===== src/rtl/core/magnetometer_heading_cordic_assert.svh =====
// Assertion macros for the magnetometer heading CORDIC block.
`ifndef MAGNETOMETER_HEADING_CORDIC_ASSERT_SVH
`define MAGNETOMETER_HEADING_CORDIC_ASSERT_SVH

// Implication checked on every rising edge of clk_i outside reset.
`define MHC_ASSERT_IMPLIES(name, ante, cons, msg) \
  name: assert property (@(posedge clk_i) disable iff (!rst_ni) (ante) |-> (cons)) \
    else $error(msg);

// Plain invariant checked on every rising edge of clk_i outside reset.
`define MHC_ASSERT_ALWAYS(name, expr, msg) \
  name: assert property (@(posedge clk_i) disable iff (!rst_ni) (expr)) \
    else $error(msg);

`endif


===== src/rtl/core/mhc_pkg.sv =====
// Shared widths, constants, register codes and types of the heading CORDIC.
package mhc_pkg;

  localparam int IN_W   = 16;
  localparam int XY_W   = 27;
  localparam int Z_W    = 21;
  localparam int ROT_W  = 15;
  localparam int BEAR_W = 16;
  localparam int HEAD_W = 15;
  localparam int IDX_W  = 2;

  localparam logic signed [Z_W-1:0] PI_Q16 = 21'sd205887;

  localparam logic signed [IN_W-1:0]  X_OFFSET_RST   = -16'sd1711;
  localparam logic signed [IN_W-1:0]  Y_OFFSET_RST   = 16'sd2895;
  localparam logic        [ROT_W-1:0] ROT_OFFSET_RST = 15'd17157;

  typedef enum logic [IDX_W-1:0] {
    REG_X_OFFSET   = 2'd0,
    REG_Y_OFFSET   = 2'd1,
    REG_ROT_OFFSET = 2'd2
  } reg_idx_e;

  typedef struct packed {
    logic signed [XY_W-1:0] x;
    logic signed [XY_W-1:0] y;
    logic signed [Z_W-1:0]  z;
  } vec_t;

  // Rounded atan(2^-i) in radians * 65536; zero from stage 17 on.
  function automatic logic signed [Z_W-1:0] atan_q16(input int unsigned idx);
    logic signed [Z_W-1:0] r;
    case (idx)
      0:       r = 21'sd51472;
      1:       r = 21'sd30386;
      2:       r = 21'sd16055;
      3:       r = 21'sd8150;
      4:       r = 21'sd4091;
      5:       r = 21'sd2047;
      6:       r = 21'sd1024;
      7:       r = 21'sd512;
      8:       r = 21'sd256;
      9:       r = 21'sd128;
      10:      r = 21'sd64;
      11:      r = 21'sd32;
      12:      r = 21'sd16;
      13:      r = 21'sd8;
      14:      r = 21'sd4;
      15:      r = 21'sd2;
      16:      r = 21'sd1;
      default: r = 21'sd0;
    endcase
    return r;
  endfunction

endpackage


===== src/rtl/core/mhc_post.sv =====
// Output stages: rescale, rotation offset, saturation, degree conversion and wrap into one turn.
module mhc_post (
  input  logic                                 clk_i,
  input  logic                                 rst_ni,
  input  logic        [mhc_pkg::ROT_W-1:0]     rot_off_i,
  input  logic                                 in_valid_i,
  output logic                                 in_ready_o,
  input  logic signed [mhc_pkg::Z_W-1:0]       z_i,
  output logic                                 out_valid_o,
  input  logic                                 out_ready_i,
  output logic signed [mhc_pkg::BEAR_W-1:0]    bearing_o,
  output logic        [mhc_pkg::HEAD_W-1:0]    heading_o
);
  import mhc_pkg::*;

  localparam int ZR_W   = Z_W + 1;
  localparam int A_W    = ZR_W - 4;
  localparam int B_W    = A_W + 1;
  localparam int M_W    = 22;
  localparam int PROD_W = B_W + M_W;
  localparam int H_W    = PROD_W - 20;

  localparam logic signed [M_W-1:0]    DEG_MUL   = 22'sd938734;
  localparam logic signed [PROD_W-1:0] ROUND_ADD = PROD_W'(64'sd524288);
  localparam logic signed [H_W-1:0]    TURN1     = H_W'(23040);
  localparam logic signed [H_W-1:0]    TURN2     = H_W'(46080);
  localparam logic signed [H_W-1:0]    TURN3     = H_W'(69120);
  localparam logic signed [B_W-1:0]    BEAR_MAX  = B_W'(32767);
  localparam logic signed [B_W-1:0]    BEAR_MIN  = -B_W'(32768);

  logic signed [ZR_W-1:0]   zr;
  logic signed [A_W-1:0]    a12;
  logic signed [B_W-1:0]    b;
  logic signed [BEAR_W-1:0] bear_d;
  logic signed [PROD_W-1:0] rsum;
  logic signed [H_W-1:0]    hs, hw;

  logic                     v0_q, v1_q, v2_q;
  logic                     rdy0, rdy1, rdy2;
  logic signed [B_W-1:0]    b0_q;
  logic signed [BEAR_W-1:0] bear0_q, bear1_q, bear2_q;
  logic signed [PROD_W-1:0] prod1_q;
  logic        [HEAD_W-1:0] head2_q;

  // Stage 0: round the angle to radians * 4096 and take off the mounting rotation.
  assign zr  = {z_i[Z_W-1], z_i} + ZR_W'(8);
  assign a12 = A_W'(zr >>> 4);
  assign b   = {a12[A_W-1], a12} - {{(B_W-ROT_W){1'b0}}, rot_off_i};

  always_comb begin
    if (b > BEAR_MAX) begin
      bear_d = BEAR_MAX[BEAR_W-1:0];
    end else if (b < BEAR_MIN) begin
      bear_d = BEAR_MIN[BEAR_W-1:0];
    end else begin
      bear_d = b[BEAR_W-1:0];
    end
  end

  // Stage 2: round the scaled product and bring the heading into one turn.
  assign rsum = prod1_q + ROUND_ADD;
  assign hs   = rsum[PROD_W-1:20];

  always_comb begin
    if (hs < -TURN2) begin
      hw = hs + TURN3;
    end else if (hs < -TURN1) begin
      hw = hs + TURN2;
    end else if (hs < 0) begin
      hw = hs + TURN1;
    end else if (hs >= TURN1) begin
      hw = hs - TURN1;
    end else begin
      hw = hs;
    end
  end

  assign rdy2       = !v2_q || out_ready_i;
  assign rdy1       = !v1_q || rdy2;
  assign rdy0       = !v0_q || rdy1;
  assign in_ready_o = rdy0;

  always_ff @(posedge clk_i or negedge rst_ni) begin
    if (!rst_ni) begin
      v0_q <= 1'b0;
      v1_q <= 1'b0;
      v2_q <= 1'b0;
    end else begin
      if (rdy0) begin
        v0_q <= in_valid_i;
      end
      if (rdy1) begin
        v1_q <= v0_q;
      end
      if (rdy2) begin
        v2_q <= v1_q;
      end
    end
  end

  always_ff @(posedge clk_i) begin
    if (rdy0 && in_valid_i) begin
      b0_q    <= b;
      bear0_q <= bear_d;
    end
    if (rdy1 && v0_q) begin
      prod1_q <= b0_q * DEG_MUL;
      bear1_q <= bear0_q;
    end
    if (rdy2 && v1_q) begin
      head2_q <= hw[HEAD_W-1:0];
      bear2_q <= bear1_q;
    end
  end

  assign out_valid_o = v2_q;
  assign bearing_o   = bear2_q;
  assign heading_o   = head2_q;

endmodule


===== config.mk =====
export PLATFORM = sky130hd
export DESIGN_NAME = mhc_post
export DESIGN_NICKNAME = d
export VERILOG_FILES = /design/src/rtl/core/magnetometer_heading_cordic_assert.svh /design/src/rtl/core/mhc_pkg.sv /design/src/rtl/core/mhc_post.sv
export SDC_FILE = /design/constraint.sdc
export NUM_CORES = 1
export LEC_CHECK = 0
export ABC_AREA = 1
export BUFFER_PORTS_ARGS = -buffer_cell sky130_fd_sc_hd__buf_4
export CELL_PAD_IN_SITES_DETAIL_PLACEMENT = 1
export CELL_PAD_IN_SITES_GLOBAL_PLACEMENT = 1
export CORE_MARGIN = 10
export CORE_UTILIZATION = 44
export DETAILED_ROUTE_END_ITERATION = 8
export HOLD_SLACK_MARGIN = 0.15
export PLACE_DENSITY_LB_ADDON = 0.1
export SLEW_MARGIN = 20
export SYNTH_ARGS = -nofsm -noshare
export SYNTH_HDL_FRONTEND = slang
export SYNTH_SLANG_ARGS = --single-unit

===== constraint.sdc =====
create_clock -name clk_i -period 11.4 [get_ports clk_i]
set_input_delay 1.14 -clock clk_i [delete_from_list [all_inputs] [get_ports clk_i]]
set_output_delay 1.14 -clock clk_i [all_outputs]
set_load 0.05 [all_outputs]

==> metrics <==
total vias in the final route=9158; First DRT Iteration DRCs=422; cts-stage hold buffer count=0; DIE HEIGHT=between 150 and 200 um; gpl congestion=0.902; Num Clock Sinks=about 110; launching element type of the critical path=flip-flop; Post-synth EDFFs=103; total detailed-routing wirelength=33.5 mm; count of boundary I/O pins=73; post-cts repair resize count=0; number of hold violations in the final report=0; fin. max-slew vios=0; warnings from Yosys=0; maximum number of pins on one net before global-route repair=38; clock root cell=sky130_fd_sc_hd__clkbuf_16; category of the worst setup path capture point=flip-flop; setup repair bufs after CTS=0; Antenna Diode Count=0; slowest library cell on the worst path=sky130_fd_sc_hd__fa_1; full die area=36900 um2; Critical Path, Cell by Cell=fa_1, fa_1, fa_1, fa_1, fa_1, fa_1, fa_1, ha_1, a21oi_1, o21ai_0, a21oi_1, nand3_1, a21o_1, a21o_1, nand2_1, nand2_1, nand2_1, nand2_1; most numerous cell on the critical path=sky130_fd_sc_hd__fa_1; Total GRT Usage=18.6%; initial antenna violation count=1; setup repair after global routing missed its margin=no; most instantiated flip-flop cell in the synthesis netlist=sky130_fd_sc_hd__edfxtp_1; share of final-layout standard cells stronger than drive strength 1=between 10% and 20%; CTS tree=built; quantity of I/O buffers inserted on ports=69; result of the run=finished clean; Std-Cell Rows=62; maximum fanout along the worst path=6; Initial Utilization=~45%; final setup violation count=0; count of cell types in the netlist=44; latest clock arrival within the worst-skew pair=360 ps; achievable clock frequency=159 MHz; transition time of the tightest slew-check pin=approximately 700 ps; kind of path behind the tightest hold check=flip-flop to flip-flop; critical setup path kind=flip-flop to flip-flop; total negative slack for setup checks=0 ps; via count of the first global-routing pass=10070; worst slew slack as a fraction of its limit=52.0%; wire length per cell after detailed routing=18.4 um; Area after DPL=approximately 14000 um2; number of storage elements in the synthesis netlist=106; Mean Syn Cell Area=9.67 um2; Die W=192 um; area of all placed cells without fillers=between 10000 and 15000 um2; worst path required time=11510 ps; post-synth net total=1756; post-route clock skew=between 9 and 10 ps; Post-route DRC=0; number of buffers added by the clock tree synthesis step=9; DRT antenna net count=0; Slowest Stage Delay on Critical Path=590 ps; clock buffer depth=2; critical path arrival=6390 ps; sequential standard cell area=3170 um2; Synth-to-Final Area Change=9.89%; max-capacitance violation count=0; sequential-to-total area share from yosys stat=between 20% and 30%; clk slew on worst S/H paths=80 ps; pre-CTS setup slack=5090 ps; cells after synthesis=1349; filler cell count=3353; final global-route overflow total=0; mean number of vias per cell=roughly 5; Post-synth ARST share=2.83%; core box area=29000 um2; maximum level of the CTS H-tree=3; leading cell type in the layout, fill and taps excluded=sky130_fd_sc_hd__inv_1; detailed-router iteration count before antenna repair=5; wire length of the first global-routing pass=approximately 54 mm; post-layout min period=6280 ps; final setup slack of the worst path=5120 ps; Synth Cell Area=13000 um2; area occupied by multi-input gates=8810 um2; share of the clock period used by the worst path after layout=a little under three fifths; half-perimeter wire length after placement=29.4 mm; NumNets Final=1837; most frequent cells in the layout=sky130_fd_sc_hd__inv_1, sky130_fd_sc_hd__ha_1, sky130_fd_sc_hd__nand2_1, sky130_fd_sc_hd__fa_1, sky130_fd_sc_hd__edfxtp_1
## synth_stat cells (4+ instances only)
library cell | number | area [um2]
sky130_fd_sc_hd__inv_1 | 270 | 1010
sky130_fd_sc_hd__ha_1 | 225 | 2820
sky130_fd_sc_hd__nand2_1 | 217 | 815
sky130_fd_sc_hd__fa_1 | 142 | 2840
sky130_fd_sc_hd__edfxtp_1 | 103 | 3090
sky130_fd_sc_hd__nor2_1 | 71 | 267
sky130_fd_sc_hd__a21oi_1 | 67 | 335
sky130_fd_sc_hd__nand3_1 | 47 | 235
sky130_fd_sc_hd__xor2_1 | 38 | 333
sky130_fd_sc_hd__nand2_2 | 21 | 131
sky130_fd_sc_hd__o21ai_0 | 21 | 105
sky130_fd_sc_hd__xnor2_1 | 18 | 158
sky130_fd_sc_hd__nand4_1 | 13 | 81.3
sky130_fd_sc_hd__a21o_1 | 11 | 82.6
sky130_fd_sc_hd__inv_2 | 9 | 33.8
sky130_fd_sc_hd__nor2_2 | 8 | 50.1
sky130_fd_sc_hd__nor2_4 | 7 | 78.8
sky130_fd_sc_hd__nor3_1 | 7 | 35.0
sky130_fd_sc_hd__nand2_4 | 5 | 56.3
sky130_fd_sc_hd__o21ai_1 | 5 | 25.0
sky130_fd_sc_hd__nand3_2 | 4 | 40.0
sky130_fd_sc_hd__o221ai_1 | 4 | 35.0
sky130_fd_sc_hd__or2_2 | 4 | 25.0
## area by class of cell
| class | count | share of cell area [%] |
|---|---|---|
| clock buffer | 9 | 1.57 |
| clock inverter | 6 | 0.332 |
| inverter | 279 | 7.30 |
| multi-input combinational | 962 | 61.4 |
| sequential | 106 | 22.1 |
| tap | 384 | 3.35 |
| timing repair buffer | 72 | 3.91 |
## kinds of logic after synthesis
group / share of synthesized area (%)
simple gates: 14.2
buf+inv: 8.29
xor+xnor: 4.13
compound gates: 5.73
fa+ha+maj: 43.4
flops: 24.3
## metrics by stage
step | hold WS [ps] | cells | util [%]
4_1_cts | 417 | 1817 | 49.3
2_1_floorplan | 400 | 1349 | -
5_1_grt | 426 | 1818 | 49.4
6_report | 418 | 1818 | 49.4
3_5_place_dp | 406 | 1802 | 48.4
3_3_place_gp | 405 | 1802 | 48.4
## path summary, 6_finish.rpt
| kind | start | end | slack, ps | cells past startpoint |
|---|---|---|---|---|
| setup / recovery | b0_q[14]$_DFFE_PP_ | prod1_q[37]$_DFFE_PP_ | 5120 | 18 |
| hold / removal | bear1_q[6]$_DFFE_PP_ | bearing_o[6]$_DFFE_PP_ | 420 | 0 |
| setup reg to reg | b0_q[14]$_DFFE_PP_ | prod1_q[37]$_DFFE_PP_ | 5120 | 18 |
| hold reg to reg | bear1_q[6]$_DFFE_PP_ | bearing_o[6]$_DFFE_PP_ | 420 | 0 |
| max in group asynchronous | rst_ni | v1_q$_DFFE_PN0P_ | 10740 | 1 |
| min in group asynchronous | rst_ni | out_valid_o$_DFFE_PN0P_ | 560 | 1 |
## sequential cells by signal, indices dropped and copies added (netlist names)
register     flops
b0_q            19
bear0_q         16
bear1_q         16
bearing_o       16
heading_o       15
out_valid_o      1
prod1_q         21
v0_q             1
v1_q             1
## layer usage
layer / GRT usage (%) / share of wire (%) / up-vias
met5: 0 / 0.057 / -
met4: 3.58 / 1.2 / 2
met3: 2.01 / 2.7 / 24
met2: 33.1 / 51 / 142
met1: 23.9 / 45 / 4480
li1: - / - / 4510
## worst max-delay path: cells and delay by family (launching register included)
family,cells,cell delay (ps)
AO/OA/AOI/OAI,5,1120
adder cells (fa/ha/maj),8,3950
flip-flops,1,540
AND/OR/NAND/NOR,5,410
Power is left out: the tool's default activity adds up to more than one toggle a clock period on the data nets, which glitch-free logic cannot reach.
