===== src/rtl/core/magnetometer_heading_cordic_assert.svh =====
// Assertion macros for the magnetometer heading CORDIC block.
`ifndef MAGNETOMETER_HEADING_CORDIC_ASSERT_SVH
`define MAGNETOMETER_HEADING_CORDIC_ASSERT_SVH

// Implication checked on every rising edge of clk_i outside reset.
`define MHC_ASSERT_IMPLIES(name, ante, cons, msg) \
  name: assert property (@(posedge clk_i) disable iff (!rst_ni) (ante) |-> (cons)) \
    else $error(msg);

// Plain invariant checked on every rising edge of clk_i outside reset.
`define MHC_ASSERT_ALWAYS(name, expr, msg) \
  name: assert property (@(posedge clk_i) disable iff (!rst_ni) (expr)) \
    else $error(msg);

`endif


===== src/rtl/core/mhc_pkg.sv =====
// Shared widths, constants, register codes and types of the heading CORDIC.
package mhc_pkg;

  localparam int IN_W   = 16;
  localparam int XY_W   = 27;
  localparam int Z_W    = 21;
  localparam int ROT_W  = 15;
  localparam int BEAR_W = 16;
  localparam int HEAD_W = 15;
  localparam int IDX_W  = 2;

  localparam logic signed [Z_W-1:0] PI_Q16 = 21'sd205887;

  localparam logic signed [IN_W-1:0]  X_OFFSET_RST   = -16'sd1711;
  localparam logic signed [IN_W-1:0]  Y_OFFSET_RST   = 16'sd2895;
  localparam logic        [ROT_W-1:0] ROT_OFFSET_RST = 15'd17157;

  typedef enum logic [IDX_W-1:0] {
    REG_X_OFFSET   = 2'd0,
    REG_Y_OFFSET   = 2'd1,
    REG_ROT_OFFSET = 2'd2
  } reg_idx_e;

  typedef struct packed {
    logic signed [XY_W-1:0] x;
    logic signed [XY_W-1:0] y;
    logic signed [Z_W-1:0]  z;
  } vec_t;

  // Rounded atan(2^-i) in radians * 65536; zero from stage 17 on.
  function automatic logic signed [Z_W-1:0] atan_q16(input int unsigned idx);
    logic signed [Z_W-1:0] r;
    case (idx)
      0:       r = 21'sd51472;
      1:       r = 21'sd30386;
      2:       r = 21'sd16055;
      3:       r = 21'sd8150;
      4:       r = 21'sd4091;
      5:       r = 21'sd2047;
      6:       r = 21'sd1024;
      7:       r = 21'sd512;
      8:       r = 21'sd256;
      9:       r = 21'sd128;
      10:      r = 21'sd64;
      11:      r = 21'sd32;
      12:      r = 21'sd16;
      13:      r = 21'sd8;
      14:      r = 21'sd4;
      15:      r = 21'sd2;
      16:      r = 21'sd1;
      default: r = 21'sd0;
    endcase
    return r;
  endfunction

endpackage


===== src/rtl/core/mhc_cell.sv =====
// One CORDIC vectoring cell: a single micro-rotation and its pipeline register.
module mhc_cell #(
  parameter int unsigned STAGE_IDX = 0
) (
  input  logic          clk_i,
  input  logic          rst_ni,
  input  logic          in_valid_i,
  output logic          in_ready_o,
  input  mhc_pkg::vec_t in_vec_i,
  output logic          out_valid_o,
  input  logic          out_ready_i,
  output mhc_pkg::vec_t out_vec_o
);
  import mhc_pkg::*;

  localparam logic signed [Z_W-1:0] ATAN = atan_q16(STAGE_IDX);

  logic signed [XY_W-1:0] xi, yi, dx, dy;
  logic signed [Z_W-1:0]  zi;
  vec_t                   vec_d, vec_q;
  logic                   valid_q;
  logic                   take;

  assign xi = in_vec_i.x;
  assign yi = in_vec_i.y;
  assign zi = in_vec_i.z;
  assign dx = yi >>> STAGE_IDX;
  assign dy = xi >>> STAGE_IDX;

  // A residual of exactly zero leaves the vector and the angle untouched.
  always_comb begin
    vec_d = in_vec_i;
    if (yi > 0) begin
      vec_d.x = xi + dx;
      vec_d.y = yi - dy;
      vec_d.z = zi + ATAN;
    end else if (yi < 0) begin
      vec_d.x = xi - dx;
      vec_d.y = yi + dy;
      vec_d.z = zi - ATAN;
    end
  end

  assign in_ready_o = !valid_q || out_ready_i;
  assign take       = in_valid_i && in_ready_o;

  always_ff @(posedge clk_i or negedge rst_ni) begin
    if (!rst_ni) begin
      valid_q <= 1'b0;
    end else if (in_ready_o) begin
      valid_q <= in_valid_i;
    end
  end

  always_ff @(posedge clk_i) begin
    if (take) begin
      vec_q <= vec_d;
    end
  end

  assign out_valid_o = valid_q;
  assign out_vec_o   = vec_q;

endmodule


===== config.mk =====
export PLATFORM = sky130hd
export DESIGN_NAME = mhc_cell
export DESIGN_NICKNAME = d
export VERILOG_FILES = /design/src/rtl/core/magnetometer_heading_cordic_assert.svh /design/src/rtl/core/mhc_pkg.sv /design/src/rtl/core/mhc_cell.sv
export SDC_FILE = /design/constraint.sdc
export NUM_CORES = 1
export LEC_CHECK = 0
export BUFFER_PORTS_ARGS = -buffer_cell sky130_fd_sc_hd__buf_4
export CAP_MARGIN = 5
export CORE_MARGIN = 2
export CORE_UTILIZATION = 52
export CTS_CLUSTER_SIZE = 14
export DETAILED_ROUTE_END_ITERATION = 16
export GPL_TIMING_DRIVEN = 0
export PLACE_DENSITY = 0.79
export SLEW_MARGIN = 15
export SYNTH_ARGS = -nofsm -noshare
export SYNTH_HDL_FRONTEND = slang
export SYNTH_SLANG_ARGS = --single-unit

===== constraint.sdc =====
create_clock -name clk_i -period 2.75 [get_ports clk_i]
set_input_delay 0.825 -clock clk_i [delete_from_list [all_inputs] [get_ports clk_i]]
set_output_delay 0.825 -clock clk_i [all_outputs]
set_load 0.02 [all_outputs]

==> results_dict.tcl, run 1 <==
set metrics [dict create \
    rsz0062_at_grt "true" \
    critPathMaxFanout 10 \
    final.setup_skew_ns 0.0146 \
    async_reset_ff_share_pct 1.32 \
    dieArea_mm2 0.0167 \
    path_class "input port to flip-flop" \
    ys_types 82 \
    final_nets 1373 \
    cp_num_buf_inv 5 \
    clock_latency_ns 0.36 \
    clock-sinks 76 \
    leakage_uw 0.00497 \
    ctsHoldBuffers 0 \
    setup_ws_ns -0.537 \
    placed_area_mm2 0.00995 \
    r2r_cells 3 \
    grt_pass1_wl_mm 48.4 \
    ys_ff_latch 76 \
    yosys_warnings 0 \
    drt_pass1_iterations 8 \
    cts_tree "done" \
    synth_edf_count 75 \
    synth_top_family_by_area "compound AO/OA/AOI/OAI gates" \
    port_buffers 152 \
    final_cell_mix "buf_4, a21oi_1, edfxtp_1" \
    final_area_mm2 0.0117 \
    crit_path_end_kind "flip-flop" \
    min_period_ns 3.29 \
    dr_wl_met3_mm 3.75 \
    setup_violations 38 \
    die_w_um 129 \
    outcome "complete, but fails checks" \
    clock_path_buffers 2 \
    vias 9347 \
    area_growth_pct 43.7 \
    crit_top_cell "buf_4" \
    drv_cap 0 \
    muxShareOfSynthArea_pct 1.44 \
    pin_count 156 \
    worstPathRequired_ns 2.85 \
    ys.flop_type "edfxtp_1" \
    start_util_pct 53.4 \
    max_freq_mhz 304 \
    hpwl_mm 23.9 \
    wirelength_met1_mm 13.1 \
    grt_max_degree 47 \
    cts_buffers 9 \
    yosys.area_share.simple_pct 15.5 \
    critical-path-slowest-cell "nor4_4" \
    rrSetupSlack_ns 1.17 \
    max_stage_delay_ns 0.39 \
    num-fill-cells 1100 \
    clockRootBuffer "clkbuf_16" \
    wl_met2_mm 15.2 \
    avgSynthCellArea_um2 8.36 \
    antenna_found_initial 0 \
    syn_inst 975 \
    holdCritPathClass "input port to async pin" \
    worstSetupStartpointType "input port" \
    htreeDepth 3 \
    violations "negative setup slack" \
    netlist_area_mm2 0.00815 \
    tightest_slew_ns 0.961 \
    period_share_pct 120 \
    dr.max_layer_used "met4" \
    routed_wl_mm 33.8 \
    relSlewSlack_pct 36.0 \
    gr-total-overflow 0 \
    detail-route-antenna-nets 0 \
    grt_usage_pct 38.6 \
    drtIter0Drc 1156 \
    grt_pass1_vias 8477 \
    final_common_cell "buf_4" \
    hold_viol 0 \
    report.final.slew_viol_count 0 \
    synth_compound_area_share_pct 30.5 \
    drive_gt1_share_pct 37.5 \
    vdd_drop_max_uv 256 \
    rows 45 \
    crit_chain "buf_4 > inv_1 > ha_2 > inv_4 > nand4_1 > buf_4 > nor4_4 > o211ai_1 > a21oi_2 > buf_4 > xnor2_2 > a211oi_2 > a21oi_1" \
    vias_per_cell 6.58 \
    yosys.area_share.adder_pct 14.3 \
    wire_per_inst_um 23.8 \
    r2r-start "out_valid_o$_DFFE_PN0N_" \
    synthXorXnorAreaFrac_pct 3.98 \
    ys_seq_area_share_pct 27.9 \
    die_h_um 129 \
    p_per_area_mw_per_mm2 440 \
    clk_pin_slew_ns 0.08 \
    r2r_end "out_vec_o[61]$_DFFE_PP_" \
    drc 0 \
    crit_arrival_ns 3.39 \
    syn_nets 1145 \
    place.gp.congestion 0.997 \
    finalSetupTns_ns -10.88 \
    cp_top_family "compound AO/OA/AOI/OAI gates" \
    coreArea_mm2 0.0153 \
]
-- metal layers --
layer / up-vias / global-route usage, %
met3: 148 / 7.47
met1: 4396 / 50.4
met4: 0 / 18.7
li1: 4084 / -
met5: - / 0
met2: 719 / 61.4
-- cells by family after synthesis --
kind of cell | count (synthesis)
xor+xnor | 37
fa+ha+maj | 91
buf+inv | 131
mux | 11
simple gates | 258
compound gates | 371
flops | 76
-- cell usage after synthesis, types with 12 or more instances --
cell type,instances,share of area (%)
inv_1,76,3.5
nand3_1,17,1.0
o21bai_1,21,1.9
a21o_1,28,2.6
a211oi_1,16,1.5
o21ai_0,55,3.4
nor4_1,15,1.2
ha_1,88,14
nand2_1,60,2.8
edfxtp_1,75,28
o22ai_1,14,1.1
and3_1,13,1.0
nor2_1,77,3.5
nor2b_1,12,0.92
xnor2_1,29,3.1
a21oi_1,111,6.8
clkbuf_1,38,1.8
a22oi_1,12,1.1
-- worst register-to-register path, stage by stage (launching register included) --
cell      delay, ns
dfrtp_1        0.38
nand2b_1       0.12
and2_4         0.42
buf_16         0.31
-- stage by stage --
step	power [uW]	hold slack [ns]	utilization, %	setup slack (ns)	cells
2_1_floorplan	2710	0.529	-	-0.482	975
3_3_place_gp	3360	0.518	65.0	-1.28	1338
3_5_place_dp	3380	0.552	65.2	-1.32	1339
4_1_cts	4890	0.233	73.2	-0.557	1397
5_1_grt	5310	0.230	76.7	-0.584	1419
6_report	5150	0.235	76.7	-0.537	1420
-- worst max-delay path by stage --
stage | startpoint | end | cells past startpoint
after detailed placement | in_vec_i[21] | out_vec_o[47]$_DFFE_PP_ | 12
final | in_vec_i[32] | out_vec_o[70]$_DFFE_PP_ | 13
after global placement | in_vec_i[22] | out_vec_o[47]$_DFFE_PP_ | 11
after floorplan | in_vec_i[48] | out_vec_o[66]$_DFFE_PP_ | 11
after CTS | in_vec_i[21] | out_vec_o[66]$_DFFE_PP_ | 11
after global routing | in_vec_i[31] | out_vec_o[70]$_DFFE_PP_ | 13
-- power breakdown --
group | internal [uW] | switching (uW) | total (uW) | leakage (uW)
Sequential | 1430 | 35.7 | 1470 | 0.000724
Combinational | 1020 | 1400 | 2420 | 0.00411
Clock | 709 | 559 | 1270 | 0.000140
-- layout make-up --
| class | instances | area (um^2) | share of cell area, % |
|---|---|---|---|
| Multi-Input combinational cell | 768 | 6460 | 55.2 |
| Sequential cell | 76 | 2280 | 19.5 |
| Timing Repair Buffer | 218 | 1770 | 15.2 |
| Inverter | 79 | 319 | 2.73 |
| Buffer | 51 | 312 | 2.66 |
| Tap cell | 211 | 264 | 2.26 |
| Clock buffer | 9 | 225 | 1.92 |
| Clock inverter | 7 | 75.1 | 0.641 |
| Antenna cell | 1 | 2.50 | 0.0214 |
-- repair_timing --
| action | 4_1_cts | 5_1_grt |
|---|---|---|
| pin swaps | 59 | 49 |
| resized for setup | 133 | 103 |
| gates cloned | 0 | 0 |
| endpoints found under the setup margin | 61 | 54 |
| setup buffers | 45 | 25 |
-- state kept, by name (all words and copies together), names as in the netlist --
name,flops
out_valid_o,1
out_vec_o,75
No activity file was read; power rests on OpenSTA's default activity.
==> run 2, diff against run 1 <==
- CORE_UTILIZATION: 52 -> 53
- CTS_BUF_LIST: not set -> sky130_fd_sc_hd__clkbuf_8
- PLACE_DENSITY: 0.79 -> 0.8
==> run 2 against run 1 <==
Effect of this change:
- the flow still finishes with violations (negative setup slack)
- critical path depth down 2
- setup slack lost 0.0028 ns
- die area shrank 1.8%
- register-to-register slack got worse by 0.09 ns
- global-route usage rose by 0.67 points
- clock power down 35%
- largest cell class unchanged
- wire length fell by 0.23%
==> results_dict.tcl, run 2 (synthesis gave the netlist of run 1 again) <==
set metrics [dict create \
    p_per_area_mw_per_mm2 406 \
    clock-sinks 76 \
    routed_wl_mm 33.7 \
    rsz0062_at_grt "true" \
    report.final.slew_viol_count 0 \
    clk_pin_slew_ns 0.09 \
    tightest_slew_ns 1.00 \
    grt_pass1_vias 8691 \
    layout.cells.non_filler 1391 \
    pin_count 156 \
    num-fill-cells 1129 \
    max_stage_delay_ns 0.38 \
    worstSetupStartpointType "input port" \
    holdCritPathClass "input port to async pin" \
    place.gp.congestion 1.02 \
    max_freq_mhz 304 \
    total_power_uw 4600 \
    violations "negative setup slack" \
    drc 0 \
    outcome "complete, but fails checks" \
    largest_register_ff_count 75 \
    setup_violations 33 \
    seq_area_mm2 0.00228 \
    die_w_um 128 \
    hpwl_mm 23.8 \
    fin_util_pct 75.1 \
    port_buffers 152 \
    clockPowerShare_pct 17.9 \
    dieArea_mm2 0.0164 \
    wire_per_inst_um 24.3 \
    final_common_cell "buf_4" \
    drive_gt1_share_pct 35.4 \
    cts_buffers 9 \
    crit_arrival_ns 3.43 \
    multi_input_area_mm2 0.00632 \
    final_area_mm2 0.0113 \
    antenna_found_initial 1 \
    drv_cap 0 \
    period_share_pct 120 \
    clockRootBuffer "clkbuf_8" \
    drtIter0Drc 1162 \
    critical-path-slowest-cell "a311o_1" \
    leakage_uw 0.00486 \
    final_cell_mix "buf_4, a21oi_1, edfxtp_1" \
    crit_path_end "out_vec_o[66]$_DFFE_PP_" \
    rrSetupSlack_ns 1.08 \
    power.internal_uw 2710 \
    final_nets 1367 \
    worstPathRequired_ns 2.89 \
    path_class "input port to flip-flop" \
    setup_ws_ns -0.540 \
    r2r_cells 3 \
    detail-route-antenna-nets 0 \
    dp.cells 1316 \
    crit_path_end_kind "flip-flop" \
    seq_power_share_pct 31.8 \
    vias_per_cell 6.69 \
    placed_area_mm2 0.00991 \
    pwr-share-comb_pct 50.3 \
    switching_share_pct 41.2 \
    grt_pass1_wl_mm 48.8 \
    final.setup_skew_ns 0.0126 \
    critPathMaxFanout 3 \
    pre_cts_ws_ns -1.35 \
    grt_usage_pct 39.2 \
    r2r_end "out_vec_o[60]$_DFFE_PP_" \
    relSlewSlack_pct 33.1 \
    area_growth_pct 39.1 \
    r2r-start "out_valid_o$_DFFE_PN0N_" \
    drt_pass1_iterations 6 \
    min_period_ns 3.29 \
    switchingPower_uw 1900 \
    ctsHoldBuffers 0 \
    die_h_um 128 \
    coreArea_mm2 0.0151 \
    cts_tree "done" \
    crit_chain "buf_12 > ha_4 > fa_2 > nand3b_4 > a211o_1 > a311o_1 > a211oi_2 > o21ai_2 > mux2_4 > a311oi_2 > nand2_1" \
    clock_path_buffers 2 \
    rows 45 \
    htreeDepth 3 \
    critPathLaunch "in_vec_i[21]" \
    vias 9307 \
    gr-total-overflow 0 \
    hold_viol 0 \
    clock_latency_ns 0.38 \
    start_util_pct 54.0 \
    grt_max_degree 39 \
    vdd_drop_max_uv 260 \
]
[run 2: changes by cell type in the layout (fill, tap and decap cells not counted), moves of 3 or more]
cell / before / now
a21oi_1: 83 / 88
clkbuf_2: 17 / 14
inv_1: 63 / 67
buf_6: 22 / 17
ha_1: 71 / 66
clkbuf_16: 9 / 0
o21ai_2: 9 / 5
clkbuf_8: 3 / 10
a21oi_2: 16 / 12
ha_2: 2 / 6
[run 2: critical path: cells and delay by family]
kind,cells,cell delay [ns]
compound gates,5,1.41
fa+ha+maj,2,0.52
buf+inv,1,0.11
mux,1,0.32
simple gates,2,0.26
[run 2: routing by layer]
metal  vias up  GRT usage (%)  share of wire [%]
met5         -              0                  0
met4         0           20.9                5.8
met3       160           9.14                 12
met2       749           62.0                 44
met1      4337           49.9                 38
li1       4061              -                  -
[run 2: per-stage QoR]
stage / setup TNS, ns / hold WS, ns
3_3_place_gp: -54.42 / 0.512
2_1_floorplan: -5.23 / 0.529
6_report: -8.33 / 0.196
5_1_grt: -10.26 / 0.187
4_1_cts: -6.13 / 0.189
3_5_place_dp: -50.38 / 0.570
[run 2: worst min-delay path by stage]
| stage | from | end |
|---|---|---|
| detailed placement | out_valid_o$_DFFE_PN0N_ | out_valid_o$_DFFE_PN0N_ |
| CTS | rst_ni | out_valid_o$_DFFE_PN0N_ |
| global placement | out_valid_o$_DFFE_PN0N_ | out_valid_o$_DFFE_PN0N_ |
| global route | rst_ni | out_valid_o$_DFFE_PN0N_ |
| finish | rst_ni | out_valid_o$_DFFE_PN0N_ |
| floorplan | rst_ni | out_valid_o$_DFFE_PN0N_ |
[run 2: layout make-up]
class | count | share of cell area, %
antenna | 1 | 0.0221
buffer | 50 | 2.69
clock buffer | 9 | 1.09
clock inverter | 7 | 0.375
inverter | 79 | 2.78
multi-input combinational | 768 | 55.8
sequential | 76 | 20.1
tap | 188 | 2.08
timing repair buffer | 213 | 15.1
[run 2: timing repair]
action	in CTS	in global routing
buffers inserted	37	25
gates cloned	0	0
endpoints found under the setup margin	59	63
pin swaps	47	50
resized for setup	113	89
[run 2: power groups by stage]
stage               clock network [uW]  registers, uW  logic [uW]
CTS                                815           1460        2090
global route                       861           1470        2440
finish                             823           1460        2320
floorplan                            0           1620        1090
global placement                     0           1490        1860
detailed placement                   0           1490        1890
