===== src/rtl/core/magnetometer_heading_cordic_assert.svh =====
// Assertion macros for the magnetometer heading CORDIC block.
`ifndef MAGNETOMETER_HEADING_CORDIC_ASSERT_SVH
`define MAGNETOMETER_HEADING_CORDIC_ASSERT_SVH

// Implication checked on every rising edge of clk_i outside reset.
`define MHC_ASSERT_IMPLIES(name, ante, cons, msg) \
  name: assert property (@(posedge clk_i) disable iff (!rst_ni) (ante) |-> (cons)) \
    else $error(msg);

// Plain invariant checked on every rising edge of clk_i outside reset.
`define MHC_ASSERT_ALWAYS(name, expr, msg) \
  name: assert property (@(posedge clk_i) disable iff (!rst_ni) (expr)) \
    else $error(msg);

`endif


===== src/rtl/core/mhc_pkg.sv =====
// Shared widths, constants, register codes and types of the heading CORDIC.
package mhc_pkg;

  localparam int IN_W   = 16;
  localparam int XY_W   = 27;
  localparam int Z_W    = 21;
  localparam int ROT_W  = 15;
  localparam int BEAR_W = 16;
  localparam int HEAD_W = 15;
  localparam int IDX_W  = 2;

  localparam logic signed [Z_W-1:0] PI_Q16 = 21'sd205887;

  localparam logic signed [IN_W-1:0]  X_OFFSET_RST   = -16'sd1711;
  localparam logic signed [IN_W-1:0]  Y_OFFSET_RST   = 16'sd2895;
  localparam logic        [ROT_W-1:0] ROT_OFFSET_RST = 15'd17157;

  typedef enum logic [IDX_W-1:0] {
    REG_X_OFFSET   = 2'd0,
    REG_Y_OFFSET   = 2'd1,
    REG_ROT_OFFSET = 2'd2
  } reg_idx_e;

  typedef struct packed {
    logic signed [XY_W-1:0] x;
    logic signed [XY_W-1:0] y;
    logic signed [Z_W-1:0]  z;
  } vec_t;

  // Rounded atan(2^-i) in radians * 65536; zero from stage 17 on.
  function automatic logic signed [Z_W-1:0] atan_q16(input int unsigned idx);
    logic signed [Z_W-1:0] r;
    case (idx)
      0:       r = 21'sd51472;
      1:       r = 21'sd30386;
      2:       r = 21'sd16055;
      3:       r = 21'sd8150;
      4:       r = 21'sd4091;
      5:       r = 21'sd2047;
      6:       r = 21'sd1024;
      7:       r = 21'sd512;
      8:       r = 21'sd256;
      9:       r = 21'sd128;
      10:      r = 21'sd64;
      11:      r = 21'sd32;
      12:      r = 21'sd16;
      13:      r = 21'sd8;
      14:      r = 21'sd4;
      15:      r = 21'sd2;
      16:      r = 21'sd1;
      default: r = 21'sd0;
    endcase
    return r;
  endfunction

endpackage


===== src/rtl/core/mhc_pre.sv =====
// Input stage: hard-iron correction, scaling and left half-plane fold.
module mhc_pre (
  input  logic                                 clk_i,
  input  logic                                 rst_ni,
  input  logic signed [mhc_pkg::IN_W-1:0]      x_off_i,
  input  logic signed [mhc_pkg::IN_W-1:0]      y_off_i,
  input  logic                                 in_valid_i,
  output logic                                 in_ready_o,
  input  logic signed [mhc_pkg::IN_W-1:0]      x_raw_i,
  input  logic signed [mhc_pkg::IN_W-1:0]      y_raw_i,
  output logic                                 out_valid_o,
  input  logic                                 out_ready_i,
  output mhc_pkg::vec_t                        out_vec_o
);
  import mhc_pkg::*;

  logic signed [IN_W-1:0] xc, yc;
  logic signed [XY_W-1:0] xw, yw;
  vec_t                   vec_d, vec_q;
  logic                   valid_q;
  logic                   take;

  // Sums wrap to 16 bits before the scale by 256.
  assign xc = x_raw_i + x_off_i;
  assign yc = y_raw_i + y_off_i;
  assign xw = {{(XY_W-IN_W-8){xc[IN_W-1]}}, xc, 8'h00};
  assign yw = {{(XY_W-IN_W-8){yc[IN_W-1]}}, yc, 8'h00};

  always_comb begin
    vec_d.x = xw;
    vec_d.y = yw;
    vec_d.z = '0;
    if (xw < 0) begin
      vec_d.x = -xw;
      vec_d.y = -yw;
      vec_d.z = (yw >= 0) ? PI_Q16 : -PI_Q16;
    end
  end

  assign in_ready_o = !valid_q || out_ready_i;
  assign take       = in_valid_i && in_ready_o;

  always_ff @(posedge clk_i or negedge rst_ni) begin
    if (!rst_ni) begin
      valid_q <= 1'b0;
    end else if (in_ready_o) begin
      valid_q <= in_valid_i;
    end
  end

  always_ff @(posedge clk_i) begin
    if (take) begin
      vec_q <= vec_d;
    end
  end

  assign out_valid_o = valid_q;
  assign out_vec_o   = vec_q;

endmodule


===== config.mk =====
export PLATFORM = sky130hd
export DESIGN_NAME = mhc_pre
export DESIGN_NICKNAME = d
export VERILOG_FILES = /design/src/rtl/core/magnetometer_heading_cordic_assert.svh /design/src/rtl/core/mhc_pkg.sv /design/src/rtl/core/mhc_pre.sv
export SDC_FILE = /design/constraint.sdc
export NUM_CORES = 1
export LEC_CHECK = 0
export BUFFER_PORTS_ARGS = -buffer_cell sky130_fd_sc_hd__buf_2
export CELL_PAD_IN_SITES_DETAIL_PLACEMENT = 1
export CELL_PAD_IN_SITES_GLOBAL_PLACEMENT = 1
export CORE_MARGIN = 2
export CORE_UTILIZATION = 40
export DETAILED_ROUTE_END_ITERATION = 16
export PLACE_DENSITY = 0.88
export SLEW_MARGIN = 40
export SYNTH_ARGS = -nofsm -noshare
export SYNTH_HDL_FRONTEND = slang
export SYNTH_SLANG_ARGS = --single-unit

===== constraint.sdc =====
create_clock -name clk_i -period 2.7 [get_ports clk_i]
set_input_delay 0.27 -clock clk_i [delete_from_list [all_inputs] [get_ports clk_i]]
set_output_delay 0.27 -clock clk_i [all_outputs]
set_load 0.005 [all_outputs]

==> qor.csv, run 1 <==
stage,metric,value,unit
yosys,postSynthAreaPerCell,9.86,sq um
setup_path,required,2.76,ns
floorplan,chipWidth,99.9,um
clocking,clk_latency,0.30,ns
setup_path,crit_top_cell,or3_4,
place,gp_congestion,0.812,
grt,antenna_found_initial,0,
setup_path,crit_fanout,3,
cells_and_area,final_cell_mix,"buf_2 (124), buf_4 (70), edfxtp_1 (41)",
route,wl,11900,um
grt,busiest_layer,met2,
power_and_ir_drop,p_sw,1.05,mW
sta,timing.fmax,0.336,GHz
cells_and_area,final_area,5330,sq um
yosys,ys_warn_count,0,
route,wl_per_cell,17.6,um
sta,fin_worst_skew,0.00780,ns
setup_path,end_kind,flip-flop,
sta,layout_min_cycle_time,2.98,ns
yosys,synth.distinct_cells,58,
power_and_ir_drop,combPwrFrac,53.0,%
grt,use_met1,23.4,%
clocking,cts_root_buf,clkbuf_8,
setup_path,start_kind,primary input,
grt,gr-usage-met3,3.27,%
yosys,synthArstFlopShare,2.38,%
sta,worstMarginPinSlew,0.554,ns
clocking,path_clk_slew,0.09,ns
cells_and_area,syn_to_final_growth,44.9,%
power_and_ir_drop,clkPwrFrac,14.7,%
sta,setup_viol,7,
cells_and_area,final_core_util,60.5,%
grt,grt_pass1_wl,17100,um
route,vias,3643,
route,firstDrtPassIters,10,
grt,grt_use_total,21.3,%
grt,grt_util_met2,41.5,%
route,vias_per_cell,5.38,
clocking,cts_buffer_depth,2,
setup_path,crit_slowest_cell,or3_4,
floorplan,die_area,9980,sq um
yosys,ys_seq_area_share,34.1,%
status,status,"finished, violations left",
power_and_ir_drop,pwr-share-seq,32.3,%
cells_and_area,fill_cells,1022,
hold_path,hold_path.class,in -> reg,
sta,hold_viol,0,
job,maxCapViolCount,0,
place,io_buffer_count,128,
clocking,cts_buffers,5,
power_and_ir_drop,p_sw_share,36.4,%
floorplan,die_height,99.9,um
yosys,synth.ff_latch_count,42,
sta,rsz0062_at_grt,true,
clocking,cts_tree,done,
place,dpl.hpwl,8370,um
power_and_ir_drop,ir_drop,239,uV
yosys,synth_flop_cell,edfxtp_1,
grt,grt_pass1_vias,3679,
cells_and_area,fin_nets,670,
yosys,syn-cell-area,3680,sq um
power_and_ir_drop,p_int,1.83,mW
cells_and_area,final_common_cell,buf_2,
route,antenna_left,0,
floorplan,ioPinCount,145,
place,post-place-ws,-0.627,ns
setup_path,criticalPathCategory,in -> reg,
power_and_ir_drop,p_per_area,539,nW/um^2
floorplan,rows,34,
setup_path,path_cells,buf_6 -> ha_4 -> fa_2 -> a211oi_4 -> nor2_1 -> xor2_1 -> or3_4 -> or3_4 -> or3_4 -> o31a_1 -> xor2_1,
grt,grt_max_degree,42,
grt,overflow,0,
yosys,synthCells,373,
place,postPlaceCellArea,4760,sq um
clocking,clock-sinks,42,
power_and_ir_drop,power.leakage,2.40,nW
clocking,cts-htree-levels,2,
route,detail_route.iter0.violations,97,
cells_and_area,drive_gt1_share,47.5,%
floorplan,core,8810,sq um
setup_path,cp.arrival,3.03,ns
sta,period_share,110,%
floorplan,initial_core_util,41.8,%
status,violations,"design-rule violations, negative setup slack",
sta,drv_slew,0,
route,drc_errors,1,
cells_and_area,antenna-diode-count,0,
sta,setup_ws,-0.279,ns
setup_path,slowest_delay,0.38,ns
yosys,synth_edf_count,41,
sta,slew_headroom,63.1,%
power by group through the flow:
stage | Combinational (mW) | Sequential, mW | Clock (mW)
5_1_grt | 1.65 | 0.940 | 0.446
3_3_place_gp | 1.16 | 0.940 | 0
2_1_floorplan | 0.736 | 0.949 | 0
6_report | 1.52 | 0.929 | 0.423
3_5_place_dp | 1.24 | 0.942 | 0
4_1_cts | 1.33 | 0.931 | 0.421
sequential cells by signal, indices dropped and copies added, names as in the netlist:
name,flops
out_vec_o,41
out_valid_o,1
logic make-up (layout without fill, tap and decap cells):
group           count (synthesis)  in the layout  share of synthesized area [%]
compound gates                 87             87                           16.3
xor+xnor                       56             56                           13.3
simple gates                  106            106                           15.3
buf+inv                        45            223                           8.37
mux                             2              2                          0.544
fa+ha+maj                      34             34                           12.0
other cells                     1             19                          0.102
flops                          42             42                           34.1
cells in the mapped netlist, drive strengths merged, types with 6 or more instances:
master,count,area share (%)
xnor2,40,9.5
nor3,10,1.4
a21o,8,1.6
ha,32,11
o21ai,25,3.4
edfxtp,41,33
a21oi,18,2.4
nand2,27,2.8
buf,38,7.7
xor2,16,3.8
nor2,23,2.3
a211oi,6,1.5
nand3,12,1.8
inv,7,0.71
through the flow:
step           setup TNS, ns  cells  power (mW)  hold WS (ns)
2_1_floorplan         -0.974    391        1.69       -0.0256
3_3_place_gp           -5.26    652        2.10        0.0450
3_5_place_dp          -10.22    652        2.18        0.0522
4_1_cts               -0.672    669        2.68         0.180
5_1_grt                -1.76    677        3.03         0.204
6_report               -1.23    677        2.87         0.179
cell type report:
class / instances / area (sq um) / area share, %
Multi-Input combinational cell: 304 / 2480 / 46.4
Inverter: 7 / 26.3 / 0.493
Sequential cell: 42 / 1260 / 23.6
Clock inverter: 3 / 21.3 / 0.399
Tap cell: 108 / 135 / 2.53
Clock buffer: 5 / 68.8 / 1.29
Timing Repair Buffer: 208 / 1350 / 25.3
final timing paths:
kind	startpoint	cells past startpoint	endpoint	slack [ns]
setup / recovery	x_off_i[0]	11	out_vec_o[67]	-0.28
setup reg to reg	out_valid_o	2	out_vec_o[40]	1.31
hold / removal	in_valid_i	2	out_valid_o	0.18
min in group asynchronous	rst_ni	2	out_valid_o	0.28
hold reg to reg	out_valid_o	2	out_valid_o	0.55
max in group asynchronous	rst_ni	2	out_valid_o	2.33
critical path, delay by kind of cell:
kind                     cells  cell delay, ns
AO/OA/AOI/OAI                2            0.59
XOR/XNOR                     2            0.33
adder cells (fa/ha/maj)      2            0.52
AND/OR/NAND/NOR              4            1.22
buffers and inverters        1            0.10
metal layers:
metal | vias to the layer above | share of wire, %
li1 | 1716 | -
met1 | 1757 | 38
met2 | 137 | 54
met3 | 33 | 5.3
met4 | 0 | 3.0
met5 | - | 0
what timing repair did:
action / 4_1_cts / 5_1_grt
hold buffers: 1 / 0
setup buffers: 7 / 5
cloned: 1 / 3
hold endpoints to repair: 1 / 0
endpoints found under the setup margin: 11 / 33
pin swaps: 16 / 13
gates resized for setup: 21 / 45
No activity file was read; power rests on OpenSTA's default activity.
==> inputs of run 2 (changes only) <==
--- a/config.mk
+++ b/config.mk
@@ -9,9 +9,10 @@
 export CELL_PAD_IN_SITES_DETAIL_PLACEMENT = 1
 export CELL_PAD_IN_SITES_GLOBAL_PLACEMENT = 1
 export CORE_MARGIN = 2
-export CORE_UTILIZATION = 40
+export CORE_UTILIZATION = 33
 export DETAILED_ROUTE_END_ITERATION = 16
-export PLACE_DENSITY = 0.88
+export PLACE_DENSITY = 0.77
+export SETUP_SLACK_MARGIN = 0.1
 export SLEW_MARGIN = 40
 export SYNTH_ARGS = -nofsm -noshare
 export SYNTH_HDL_FRONTEND = slang
==> constraint.sdc (replaced) <==
create_clock -name clk_i -period 2.45 [get_ports clk_i]
set_input_delay 0.245 -clock clk_i [delete_from_list [all_inputs] [get_ports clk_i]]
set_output_delay 0.245 -clock clk_i [all_outputs]
set_load 0.005 [all_outputs]
==> qor.csv, run 2 (same netlist as run 1, synthesis figures left out) <==
stage,metric,value,unit,change
status,status,"finished, violations left",,
status,violations,negative setup slack,,
cells_and_area,syn_to_final_growth,59.8,%,
setup_path,required,2.50,ns,-0.26 ns
power_and_ir_drop,pwr-share-seq,30.1,%,-2.2 points
floorplan,chipWidth,110,um,+9.7%
clocking,cts_root_buf,clkbuf_8,,
sta,slew_headroom,64.8,%,+1.7 points
setup_path,crit_fanout,3,,unchanged
cells_and_area,antenna-diode-count,0,,unchanged
floorplan,die_area,12000,sq um,+20%
sta,setup_viol,22,,+15
power_and_ir_drop,ir_drop,257,uV,+7.3%
power_and_ir_drop,power.leakage,2.66,nW,+11%
route,vias,3648,,+0.14%
floorplan,ioPinCount,145,,unchanged
setup_path,reg2reg_slack,0.95,ns,-0.36 ns
route,wl,11800,um,-1.4%
sta,worstMarginPinSlew,0.528,ns,-0.0259 ns
clocking,cts_tree,done,,
setup_path,timing.critical_path.buf_inv,2,,+1
cells_and_area,fin_cells,740,,+9.3%
setup_path,start_kind,primary input,,
route,drc_errors,0,,-1
clocking,clk_latency,0.30,ns,about the same
setup_path,crit_slowest_cell,or4_4,,
cells_and_area,final_area,5880,sq um,+10%
sta,period_share,117,%,
power_and_ir_drop,p_int,2.20,mW,+21%
place,gp_congestion,0.877,,+8.1%
route,firstDrtPassIters,4,,-6
route,antenna_left,0,,unchanged
sta,layout_min_cycle_time,2.86,ns,
setup_path,critPathTopFamily,compound AO/OA/AOI/OAI gates,,
cells_and_area,final_cell_mix,"buf_2 (123), buf_4 (98), edfxtp_1 (41)",,
grt,antenna_found_initial,0,,unchanged
power_and_ir_drop,p_sw_share,35.4,%,-1.1 points
grt,grt_pass1_vias,3707,,+0.76%
power_and_ir_drop,p_sw,1.21,mW,+15%
grt,busiest_layer,met2,,
grt,overflow,0,,unchanged
floorplan,initial_core_util,33.9,%,-7.8 points
sta,drv_slew,0,,unchanged
grt,grt_use_total,18.2,%,-3.1 points
floorplan,core,10800,sq um,+23%
setup_path,criticalPathCategory,in -> reg,,
setup_path,crit_top_cell,buf_6,,
cells_and_area,fin_nets,701,,+4.6%
setup_path,cp.arrival,2.90,ns,-0.13 ns
cells_and_area,largest_reg_flops,41,,unchanged
route,wl_per_cell,15.9,um,-9.8%
route,vias_per_cell,4.93,,-8.4%
grt,gr-usage-met3,2.61,%,-0.66 points
power_and_ir_drop,p_per_area,580,nW/um^2,+7.7%
place,postPlaceCellArea,5040,sq um,+5.9%
route,detail_route.iter0.violations,96,,-1.0%
place,dpl.hpwl,8810,um,+5.3%
clocking,clock-sinks,42,,unchanged
cells_and_area,final_common_cell,buf_2,,
hold_path,hold_path.class,in -> reg,,
sta,fin_worst_skew,0.00409,ns,-0.00371 ns
place,post-place-ws,-0.787,ns,-0.160 ns
floorplan,rows,38,,+12%
setup_path,path_cells,buf_6 -> ha_4 -> fa_2 -> a211oi_4 -> o31ai_2 -> a211o_1 -> buf_6 -> a221o_1 -> xor2_2 -> or4_4 -> o31ai_4 -> xnor2_1,,
sta,setup_ws,-0.406,ns,-0.127 ns
clocking,cts_buffers,5,,unchanged
clocking,cts_buffer_depth,2,,unchanged
setup_path,slowest_delay,0.48,ns,+0.10 ns
place,io_buffer_count,128,,unchanged
grt,grt_util_met2,34.3,%,-7.2 points
cells_and_area,drive_gt1_share,54.8,%,+7.4 points
sta,hold_viol,0,,unchanged
power_and_ir_drop,combPwrFrac,55.8,%,+2.8 points
grt,grt_max_degree,42,,unchanged
job,maxCapViolCount,0,,unchanged
sta,timing.fmax,0.350,GHz,
grt,use_met1,21.7,%,-1.7 points
power_and_ir_drop,clkPwrFrac,14.1,%,-0.6 points
floorplan,die_height,110,um,+9.7%
clocking,cts-htree-levels,2,,unchanged
clocking,path_clk_slew,0.09,ns,about the same
sta,final.setup.tns,-3.63,ns,-2.41 ns
place,dp.cells,711,,+9.0%
sta,rsz0062_at_grt,true,,
setup_path,end_kind,flip-flop,,
sta,whs,0.180,ns,+0.000736 ns
grt,grt_pass1_wl,17300,um,+0.84%
==> run 2: worst paths after layout <==
kind,from,to,cells past startpoint
max,x_off_i[0],out_vec_o[70],12
min,in_valid_i,out_valid_o,2
max reg2reg,out_valid_o,out_vec_o[29],3
min reg2reg,out_valid_o,out_valid_o,2
max in group asynchronous,rst_ni,out_valid_o,2
min in group asynchronous,rst_ni,out_valid_o,2
==> run 2: stage by stage <==
stage | total power, mW | util, %
4_1_cts | 3.14 | 50.5
2_1_floorplan | 1.88 | -
6_report | 3.41 | 54.2
3_3_place_gp | 2.41 | 46.5
3_5_place_dp | 2.49 | 46.5
5_1_grt | 3.62 | 54.2
==> run 2: power by group through the flow <==
| stage | registers [mW] | clock network [mW] | logic (mW) |
|---|---|---|---|
| 6_report | 1.03 | 0.481 | 1.90 |
| 5_1_grt | 1.04 | 0.525 | 2.05 |
| 4_1_cts | 1.03 | 0.484 | 1.62 |
| 3_5_place_dp | 1.05 | 0 | 1.44 |
| 3_3_place_gp | 1.04 | 0 | 1.36 |
| 2_1_floorplan | 1.05 | 0 | 0.829 |
==> run 2: what timing repair did <==
item                       CTS  global route
setup endpoints to repair   35            36
gates cloned                 2             2
setup buffers                8            11
resized for setup           36            68
hold endpoints to repair     1             0
pin swaps                   23            19
hold buffers                 1             0
==> run 2: final cells by class <==
cell class | count | area (sq um)
multi-input cells | 304 | 2670
well taps | 140 | 175
inverters | 7 | 26.3
clock buffers | 6 | 82.6
flip-flops and latches | 42 | 1260
clock inverters | 2 | 12.5
repair buffers | 239 | 1650
fillers | 1268 | 4960
==> run 2: per-layer routing <==
layer	part of all wire, %	vias up	routed length, um
met2	53	123	6260
met4	1.9	0	227
li1	-	1771	-
met1	40	1734	4720
met3	4.9	20	577
met5	0	-	0
==> inputs of run 3 (changes only) <==
--- a/config.mk
+++ b/config.mk
@@ -11,8 +11,9 @@
 export CORE_MARGIN = 2
 export CORE_UTILIZATION = 33
 export DETAILED_ROUTE_END_ITERATION = 16
+export MAX_ROUTING_LAYER = met4
 export PLACE_DENSITY = 0.77
-export SETUP_SLACK_MARGIN = 0.1
+export SETUP_SLACK_MARGIN = 0.5
 export SLEW_MARGIN = 40
 export SYNTH_ARGS = -nofsm -noshare
 export SYNTH_HDL_FRONTEND = slang
==> qor.csv, run 3 (same netlist as run 1, synthesis figures left out) <==
stage,metric,value,unit,change
sta,setup_viol,34,,+55%
cells_and_area,final_cell_mix,"buf_2 (123), buf_4 (110), edfxtp_1 (41)",,
cells_and_area,drive_gt1_share,55.5,%,+0.69 points
power_and_ir_drop,power.leakage,2.72,nW,+2.1%
grt,grt_use_total,19.9,%,+1.7 points
route,vias_per_cell,4.91,,-0.45%
sta,timing.fmax,0.358,GHz,+2.2%
route,antenna_left,0,,unchanged
status,violations,negative setup slack,,
sta,slew_headroom,64.4,%,-0.39 points
place,dp.cells,718,,+0.98%
hold_path,hold_path.class,in -> reg,,
place,io_buffer_count,128,,unchanged
power_and_ir_drop,ir_drop,329,uV,+28%
clocking,cts_tree,done,,
sta,layout_min_cycle_time,2.80,ns,-0.0607 ns
floorplan,die_height,110,um,unchanged
floorplan,initial_core_util,33.9,%,unchanged
grt,grt_pass1_wl,18400,um,+6.5%
clocking,cts-htree-levels,2,,unchanged
floorplan,rows,38,,unchanged
floorplan,ioPinCount,145,,unchanged
cells_and_area,final_common_cell,buf_2,,
cells_and_area,final_area,6030,sq um,+2.5%
route,wl_per_cell,15.4,um,-3.3%
clocking,path_clk_slew,0.08,ns,about the same
cells_and_area,antenna-diode-count,0,,unchanged
status,status,"finished, violations left",,
sta,rsz0062_at_grt,true,,
sta,setup_ws,-0.345,ns,+0.0607 ns
clocking,clk_latency,0.30,ns,about the same
place,gp_congestion,0.819,,-6.7%
grt,grt_pass1_vias,3949,,+6.5%
sta,whs,0.146,ns,-0.0340 ns
cells_and_area,fin_cells,756,,+2.2%
sta,hold_viol,0,,unchanged
route,firstDrtPassIters,4,,unchanged
route,drc_errors,0,,unchanged
cells_and_area,largest_reg_flops,41,,unchanged
place,dpl.hpwl,8940,um,+1.4%
route,vias,3710,,+1.7%
setup_path,cp.arrival,2.85,ns,-0.05 ns
grt,antenna_found_initial,0,,unchanged
cells_and_area,fill_cells,1244,,-1.9%
cells_and_area,fin_nets,717,,+2.3%
floorplan,chipWidth,110,um,unchanged
setup_path,start_kind,primary input,,
grt,grt_max_degree,23,,-45%
floorplan,core,10800,sq um,unchanged
clocking,cts_buffers,5,,unchanged
place,postPlaceCellArea,5210,sq um,+3.3%
sta,fin_worst_skew,0.00500,ns,+0.000911 ns
power_and_ir_drop,power,3.52,mW,+3.1%
route,wl,11600,um,-1.2%
clocking,cts_root_buf,clkbuf_8,,
job,maxCapViolCount,0,,unchanged
cells_and_area,syn_to_final_growth,63.8,%,
floorplan,die_area,12000,sq um,unchanged
setup_path,end_kind,flip-flop,,
route,detail_route.iter0.violations,99,,+3.1%
sta,worstMarginPinSlew,0.532,ns,+0.00404 ns
setup_path,crit_fanout,3,,unchanged
sta,drv_slew,0,,unchanged
sta,period_share,114,%,-2.5 points
setup_path,required,2.50,ns,about the same
cells_and_area,final_core_util,55.6,%,+1.4 points
clocking,cts_buffer_depth,2,,unchanged
power_and_ir_drop,p_per_area,584,nW/um^2,+0.59%
setup_path,criticalPathCategory,in -> reg,,
clocking,clock-sinks,42,,unchanged
grt,overflow,0,,unchanged
-- run 3: changes by cell type in the layout (fill, tap and decap cells not counted), moves of 3 or more --
cell / previous run / this run
buf_4: 98 / 110
buf_6: 8 / 11
nand2_2: 5 / 8
nand2_4: 7 / 4
o21ai_2: 10 / 7
-- run 3: metrics by stage --
step | TNS, ns | setup slack [ns]
after floorplan | -3.20 | -0.499
after global placement | -15.00 | -0.740
after detailed placement | -17.90 | -0.822
after CTS | -4.03 | -0.350
after global routing | -6.54 | -0.421
final | -3.95 | -0.345
-- run 3: critical path, cell delays in order --
cell and delay [ns]:
buf_6 0.10, ha_4 0.15, fa_2 0.37, a211oi_4 0.25, o31ai_2 0.12, a211o_1 0.27
a221o_1 0.33, xor2_1 0.16, or4_4 0.56, o31ai_4 0.20, xnor2_1 0.08
-- run 3: path summary, 6_finish.rpt --
path	from	end	slack, ns	cells after the start
max in group asynchronous	rst_ni	out_valid_o	2.11	2
hold reg to reg	out_valid_o	out_valid_o	0.54	2
hold / removal	in_valid_i	out_valid_o	0.15	2
setup reg to reg	out_valid_o	out_vec_o[56]	1.17	3
min in group asynchronous	rst_ni	out_valid_o	0.25	2
setup / recovery	x_off_i[0]	out_vec_o[70]	-0.35	11
-- run 3: layer usage --
metal  GRT usage (%)  part of all wire [%]  up-vias  wire, um
li1                -                     -     1809         -
met1            22.2                    40     1780      4710
met2            37.7                    54      109      6330
met3            2.79                   4.2       12       485
met4            3.80                   1.0        0       119
met5               -                     0        -         0
-- run 3: final cells by class --
cell class	instances	area, sq um	area share [%]
Tap cell	140	175	2.91
Clock inverter	2	37.5	0.623
Sequential cell	42	1260	20.8
Clock buffer	6	72.6	1.20
Multi-Input combinational cell	304	2660	44.1
Inverter	7	26.3	0.436
Timing Repair Buffer	255	1800	29.9
-- run 3: where the power goes --
| part | internal (mW) | switching (mW) |
|---|---|---|
| Sequential | 0.980 | 0.0447 |
| Clock | 0.304 | 0.249 |
| Combinational | 1.05 | 0.890 |
| Total | 2.34 | 1.18 |
-- run 3: timing repair --
| item | in CTS | in global routing |
|---|---|---|
| cloned | 4 | 0 |
| hold buffers | 1 | 0 |
| buffers inserted | 19 | 6 |
| pin swaps | 24 | 14 |
| setup endpoints to repair | 36 | 36 |
| endpoints found under the hold margin | 1 | 0 |
| gates resized for setup | 56 | 17 |
